### config.mk
export PLATFORM = sky130hd
export DESIGN_NAME = mwc_front
export DESIGN_NICKNAME = d
export VERILOG_FILES = /design/src/mwc_pkg.sv /design/src/mwc_front.sv
export SDC_FILE = /design/constraint.sdc
export NUM_CORES = 1
export LEC_CHECK = 0
export ABC_CLOCK_PERIOD_IN_PS = 2850
export CELL_PAD_IN_SITES_DETAIL_PLACEMENT = 0
export CELL_PAD_IN_SITES_GLOBAL_PLACEMENT = 2
export CORE_ASPECT_RATIO = 1.1
export CORE_MARGIN = 2
export CORE_UTILIZATION = 45
export CTS_CLUSTER_SIZE = 40
export DETAILED_ROUTE_END_ITERATION = 10
export DONT_BUFFER_PORTS = 1
export GPL_TIMING_DRIVEN = 0
export MAX_ROUTING_LAYER = met4
export PLACE_DENSITY_LB_ADDON = 0.05
export SLEW_MARGIN = 5
export SYNTH_ARGS = -nofsm -noshare
export SYNTH_HDL_FRONTEND = slang
export SYNTH_SLANG_ARGS = --single-unit
### constraint.sdc
create_clock -name clk -period 2.85 [get_ports clk]
set_input_delay 0.57 -clock clk [delete_from_list [all_inputs] [get_ports clk]]
set_output_delay 0.57 -clock clk [all_outputs]
set_load 0.02 [all_outputs]
### src/mwc_pkg.sv
package mwc_pkg;

  localparam int TEXT_DEPTH_DEF    = 1024;
  localparam int ALPHABET_SIZE_DEF = 26;
  localparam int MAX_PATTERN_DEF   = 15;

  localparam int REQ_W    = 2;
  localparam int LETTER_W = 5;
  localparam int START_W  = 10;
  localparam int LEN_W    = 11;

  // request codes on the req_type port
  localparam logic [REQ_W-1:0] REQ_CLEAR    = 2'd0;
  localparam logic [REQ_W-1:0] REQ_PATTERN  = 2'd1;
  localparam logic [REQ_W-1:0] REQ_TEXT     = 2'd2;
  localparam logic [REQ_W-1:0] REQ_RESERVED = 2'd3;

  localparam int QUEUE_DEPTH = 4;
  localparam int QAW         = 2;

  typedef enum logic [1:0] {
    OP_CLEAR,
    OP_PATTERN,
    OP_TEXT
  } op_t;

  typedef struct packed {
    op_t                 op;
    logic [LETTER_W-1:0] letter;
    logic                alpha;
    logic                last;
  } item_t;

  typedef enum logic [2:0] {
    ST_IDLE,
    ST_RD,
    ST_CHK,
    ST_BEST,
    ST_OUT
  } state_t;

  typedef struct packed {
    logic               found;
    logic [START_W-1:0] start;
    logic [LEN_W-1:0]   len;
    logic               ovf;
  } result_t;

endpackage

### src/mwc_front.sv
module mwc_front import mwc_pkg::*; #(
  parameter int ALPHABET_SIZE = ALPHABET_SIZE_DEF
) (
  input  logic                clk,
  input  logic                rst,
  input  logic                push,
  input  logic [REQ_W-1:0]    req_type,
  input  logic [LETTER_W-1:0] letter,
  input  logic                last_text,
  output logic                full,
  input  logic                take,
  output logic                q_valid,
  output item_t               q_item
);

  item_t          q [QUEUE_DEPTH];
  logic [QAW-1:0] wr_ptr;
  logic [QAW-1:0] rd_ptr;
  logic [QAW:0]   count;
  logic           enq;
  logic           deq;
  item_t          dec;

  always_comb begin
    dec        = '0;
    dec.letter = letter;
    dec.alpha  = 32'(letter) < ALPHABET_SIZE;
    unique case (req_type)
      REQ_CLEAR:   dec.op = OP_CLEAR;
      REQ_PATTERN: dec.op = OP_PATTERN;
      REQ_TEXT: begin
        dec.op   = OP_TEXT;
        dec.last = last_text;
      end
      default:     dec.op = OP_CLEAR;
    endcase
  end

  assign full    = count == (QAW+1)'(QUEUE_DEPTH);
  assign q_valid = count != '0;
  assign q_item  = q[rd_ptr];
  // reserved request codes are taken and dropped here
  assign enq     = push && !full && req_type != REQ_RESERVED;
  assign deq     = take && q_valid;

  always_ff @(posedge clk) begin
    if (enq) begin
      q[wr_ptr] <= dec;
    end
  end

  always_ff @(posedge clk) begin
    if (rst) begin
      wr_ptr <= '0;
      rd_ptr <= '0;
      count  <= '0;
    end else begin
      if (enq) begin
        wr_ptr <= wr_ptr + 1'b1;
      end
      if (deq) begin
        rd_ptr <= rd_ptr + 1'b1;
      end
      count <= count + (QAW+1)'(enq) - (QAW+1)'(deq);
    end
  end

endmodule

==> results of run 1 <==
worst min path at each step:
stage	endpoint	startpoint	slack, ns	cells after the start
after global routing	q[0][5]$_DFFE_PP_	letter[3]	0.35	0
after CTS	q[0][5]$_DFFE_PP_	letter[3]	0.36	0
after detailed placement	register	rd_ptr[1]$_SDFFE_PP0P_	0.51	2
final	q[0][5]$_DFFE_PP_	letter[3]	0.37	0
after global placement	wr_ptr[1]$_SDFFE_PP0P_	wr_ptr[1]$_SDFFE_PP0P_	0.51	2
after floorplan	wr_ptr[1]$_SDFFE_PP0P_	wr_ptr[1]$_SDFFE_PP0P_	0.48	2
flip-flops by register name, summed over array words and instances (netlist names), named ones only:
signal and flops:
count 3, q 36, rd_ptr 2, wr_ptr 2
kinds of logic (layout without fill, tap and decap cells):
logic type               count (synthesis)  after routing
AO/OA/AOI/OAI                            4              4
XOR/XNOR                                 4              4
adder cells (fa/ha/maj)                  7              7
buffers and inverters                   10             18
flip-flops                              45             45
multiplexers                            11             11
AND/OR/NAND/NOR                         19             19
synth_stat cells (2+ instances only):
library cell and n:
edfxtp_1 36, dfxtp_1 9, mux4_2 9, inv_1 7
ha_1 6, nor2_1 6, nor2b_1 4, and2_1 3
xnor2_1 3, and2_2 2, nand2b_1 2
power groups by stage:
stage | registers, W | logic (W) | clock network (W)
6_report | 0.000824 | 0.000419 | 0.000391
3_3_place_gp | 0.000837 | 0.000424 | 0
5_1_grt | 0.000833 | 0.000474 | 0.000434
3_5_place_dp | 0.000840 | 0.000430 | 0
2_1_floorplan | 0.000828 | 0.000375 | 0
4_1_cts | 0.000825 | 0.000431 | 0.000406
metrics by stage:
step                      util [%]  setup WS (ns)  total power (W)
final                         50.2          0.448          0.00163
after global routing          50.2          0.189          0.00174
after CTS                     50.2          0.400          0.00166
after detailed placement      47.9          0.418          0.00127
after global placement        47.9          0.429          0.00126
after floorplan                  -          0.577          0.00120
cell type report:
type | count | area [um2] | share of cell area [%]
plain buffers | 3 | 12.5 | 0.634
clock buffers | 8 | 90.1 | 4.57
flip-flops and latches | 45 | 1260 | 63.9
well taps | 52 | 65.1 | 3.30
multi-input cells | 45 | 518 | 26.3
inverters | 7 | 26.3 | 1.33
per-layer routing:
layer	routed length (um)	GRT usage (%)	vias up
met2	1340	22.1	24
met3	183	5.56	5
met1	1080	15.8	393
li1	-	-	385
met4	55	6.38	0
met5	0	-	-
==> metrics, run 1 <==
CP max FO=7; Antenna Cells=0; DRT Pass-1 Iters=2; CORE AREA=3930 um2; vias per cell=5.04; Max-slew headroom=63.1%; FP Rows=24; dpl hpwl=1840 um; CP endpoint=count[2]$_SDFF_PP0_; Syn Area/Cell=18.2 um2; placed insts=roughly 150; r2r startpoint=count[1]$_SDFF_PP0_; Crit. End Element=register; Post-Synth Adder-Cell Area=under 10%; CTS buffer count=5; register area share after synthesis=a little over two thirds; Post-DP Area=1880 um2; Post-synth ARST share=0%; register bit count reported by yosys=45; global route total overflow=0; Worst Hold Class=in -> reg; postcts setup bufs=0; CP arrival=2.57 ns; Synth Area in Simple Gates=6.26%; Net Switching=0.000471 W; via count=807; Mapped Nets=between 100 and 150; P_int=0.00116 W; flop-to-flop setup slack=0.45 ns; Max Slew Vio Count=0; Non-Filler Instances=160; critical path's largest stage delay=0.45 ns; Synth area leaders=edfxtp_1, mux4_2, dfxtp_1; instance count on the critical path=10; CTS root buf=clkbuf_8; total track usage=14.1%; htree depth=2; R2R cell count=10; largest area contributor in the netlist=edfxtp_1; Setup Viol. Count Final=0; period utilization=84.3%; mux share of post-synthesis cell area=12.5%; Die Y=about 71 um; CTS tree=built; hold_buf cts=0; GPL Wtd Cong=between 0.6 and 0.7; post-layout min period=2.40 ns; Yosys warning count=0; reg2reg end=count[2]$_SDFF_PP0_; vias in the first global route=850; Port Buf Inserts=0; number of remaining DRC errors=0; drt total wl=2650 um; RSZ-0062 raised after global routing=false; Worst-path clk slew=0.08 ns; ys flop type=edfxtp_1; Area Growth Syn to Fin=8.53%; final instance area=slightly below 2000 um2; worst-skew pair later-pin latency=0.29 ns; Tightest Pin Transition=between 0.5 and 0.6 ns; most frequent cells in the layout=edfxtp_1, mux4_2, dfxtp_1; Initial Utilization=46.2%; combinational share of power=25.7%; Crit path max-delay family=adder cells; final hold viol count=0; largest net degree at the start of global routing=14; Max Cap Viol=0; Detail Route Antenna Nets=0; Gate Count Post-Synth=100; layout cells sized above 1=21.3%; Slowest-stage cell, CP=dfxtp_1; initial drt markers=42; critical path startpoint category=register; Post-Synth XOR/XNOR Area=roughly 1.9%; leakage=0.655 nW; Cell Pwr Density=between 800 and 900 nW/um2; sw frac=28.8%; Buf/Inv on CP=2; Worst EP required=3.02 ns; Max Freq=approximately 420 MHz; worst vdd ir=roughly 0.36 mV; Post-synth EDFFs=36; total of fill cells in the finished design=330; initial antenna violation count=0; status=completed; CP Class=reg -> reg; Setup TNS Final=0 ns; Synth Cell Area=1820 um2; sequential share of power=between 50% and 60%; Compound-Gate Fraction of Synth Area=between 2 and 3%; final worst hold slack=0.367 ns; DIE AREA=approximately 4600 um2; Clock power frac=23.9%; worst-case clock buffer depth=2; DR WL/cell=16.6 um; I/O pin count=23; cells along the critical path=nor3b_2 > a211oi_4 > inv_1 > ha_1 > inv_1 > ha_1 > fa_1 > xnor2_1 > xnor2_1 > nor2_1; largest family of logic cells by synthesized area=multiplexers; first-pass GRT wire length=between 4000 and 5000 um; Die Width=64.6 um; top cell type's share of synthesized area=between 50 and 60%; CTS Sinks=45; CP Launch Point=count[1]$_SDFF_PP0_; CTS resizes=0; nets=126; post-synth cell types=24; clock skew=0.00595 ns; commonest non-fill, non-tap cell in the layout=edfxtp_1
(Power assumes the default switching activity.)
==> run 2, diff against run 1 <==
- ABC_CLOCK_PERIOD_IN_PS: 2850 -> 1950
- CORE_UTILIZATION: 45 -> 41
- clock period: 2.85 -> 1.95 ns (I/O delays scaled with it)
==> run 2 against run 1 <==
Net effect: the flow now finishes with violations (setup timing); non-clock buffer count grew 2; sequential power grew 49%; fmax grew 16%; utilization shrank 2.9 points; global-route usage shrank 0.26 points; power grew 49%; wire length grew 5.8%.
==> metrics, run 2 (same netlist as run 1, synthesis figures left out) <==
most frequent cells in the layout=edfxtp_1, mux4_2, inv_1; CTS Sinks=45; Area Growth Syn to Fin=11.3%; status=complete, but fails checks; Max Cap Viol=0; post-layout min period=2.08 ns; Initial Utilization=42.4%; CTS buffer count=5; worst vdd ir=approximately 0.50 mV; Top reg by flops=q; DIE AREA=4980 um2; Worst Setup Slack, final=-0.129 ns; via count=830; FP Rows=25; layout cells sized above 1=29.1%; met2 usage=a little under a quarter; worst-case clock buffer depth=2; placed insts=154; vias in the first global route=899; final hold viol count=0; Setup TNS Final=-0.176 ns; final worst hold slack=roughly 0.19 ns; Detail Route Antenna Nets=0; vias per cell=~5.1; htree depth=2; I/O pin count=23; CP arrival=2.25 ns; Max Slew Vio Count=0; post-layout util=47.2%; GRT Max-Usage Layer=met2; first-pass GRT wire length=4520 um; Die Width=67.5 um; CORE AREA=4290 um2; initial drt markers=42; period utilization=107%; global route total overflow=0; reg2reg end=count[2]$_SDFF_PP0_; largest net degree at the start of global routing=14; RSZ-0062 raised after global routing=true; commonest non-fill, non-tap cell in the layout=edfxtp_1; leakage=0.675 nW; total track usage=13.8%; GPL Wtd Cong=0.635; CP max FO=2; Max-slew headroom=67.1%; number of remaining DRC errors=0; CP Class=reg -> reg; max reg flops=36; DR WL/cell=~17 um; hold_buf cts=0; Place WS=-0.365 ns; clock skew=0.00353 ns; r2r startpoint=count[2]$_SDFF_PP0_; drt total wl=2810 um; CTS tree=built; initial antenna violation count=0; Port Buf Inserts=0; Antenna Cells=0; Worst Hold Class=in -> reg; DRT Pass-1 Iters=3; Non-Filler Instances=about 160; global-route track usage on met3=between 4 and 5%; failing checks=setup timing; R2R cell count=9; CTS root buf=clkbuf_8; Cell Pwr Density=1200 nW/um2; critical path startpoint category=register; nets=128; Setup Viol. Count Final=2; Crit. End Element=register; CP Launch Point=count[2]$_SDFF_PP0_; met1 Resource Use GR=14.9%; flop-to-flop setup slack=-0.13 ns; Worst EP required=2.12 ns; Max Freq=481 MHz; Worst-path clk slew=0.08 ns; Die Y=73.8 um; Tightest Pin Transition=0.493 ns; dpl hpwl=1840 um; registers with the most flip-flops=q (36), count (3); CP endpoint=count[2]$_SDFF_PP0_; worst-skew pair later-pin latency=0.29 ns
## run 2: changes by cell type in the layout (fill, tap and decap cells not counted), sizes merged
cell    delta
buf        +2
clkbuf     -3
clkinv     +3
## run 2: worst min-delay path by stage
stage                            from                endpoint  cells after the start
2_1_floorplan  wr_ptr[1]$_SDFFE_PP0P_  wr_ptr[1]$_SDFFE_PP0P_                      2
3_3_place_gp                letter[2]       q[2][4]$_DFFE_PP_                      0
3_5_place_dp                letter[3]       q[3][5]$_DFFE_PP_                      0
4_1_cts                     letter[2]       q[2][4]$_DFFE_PP_                      0
5_1_grt                     letter[2]       q[2][4]$_DFFE_PP_                      0
6_report                    letter[0]       q[3][2]$_DFFE_PP_                      0
## run 2: critical path, stage by stage, from the launching register on
cell and delay [ns]:
dfxtp_4 0.35, buf_4 0.14, o31a_4 0.28, ha_1 0.27
inv_1 0.04, ha_2 0.17, fa_2 0.37, xnor2_2 0.15
xnor2_1 0.16, nor2_1 0.05
## run 2: per-stage QoR
step,power [W],area [um2]
after floorplan,0.00180,1840
after global placement,0.00189,1910
after detailed placement,0.00190,1910
after CTS,0.00246,2010
after global routing,0.00258,2020
final,0.00244,2020
## run 2: repair_timing
item	in CTS	in global routing
endpoints found under the setup margin	11	2
setup buffers	3	0
resized for setup	3	2
pin swaps	6	5
## run 2: power by group
part | switching, W | internal (W) | leakage (nW)
clock | 0.000285 | 0.000241 | 0.0430
combinational | 0.000366 | 0.000314 | 0.228
sequential | 0.0000729 | 0.00116 | 0.404
total | 0.000724 | 0.00171 | 0.675
## run 2: metal layers
| layer | vias up | wire, um |
|---|---|---|
| li1 | 387 | - |
| met1 | 413 | 1130 |
| met2 | 23 | 1440 |
| met3 | 7 | 161 |
| met4 | 0 | 66 |
| met5 | - | 0 |
## run 2: cell type report
cell class                      count  area [um2]
Inverter                            7        26.3
Clock inverter                      3        12.5
Fill cell                         375        2260
Sequential cell                    45        1270
Buffer                              2        11.3
Clock buffer                        5        68.8
Multi-Input combinational cell     45         544
Tap cell                           54        67.6
Timing Repair Buffer                3        22.5
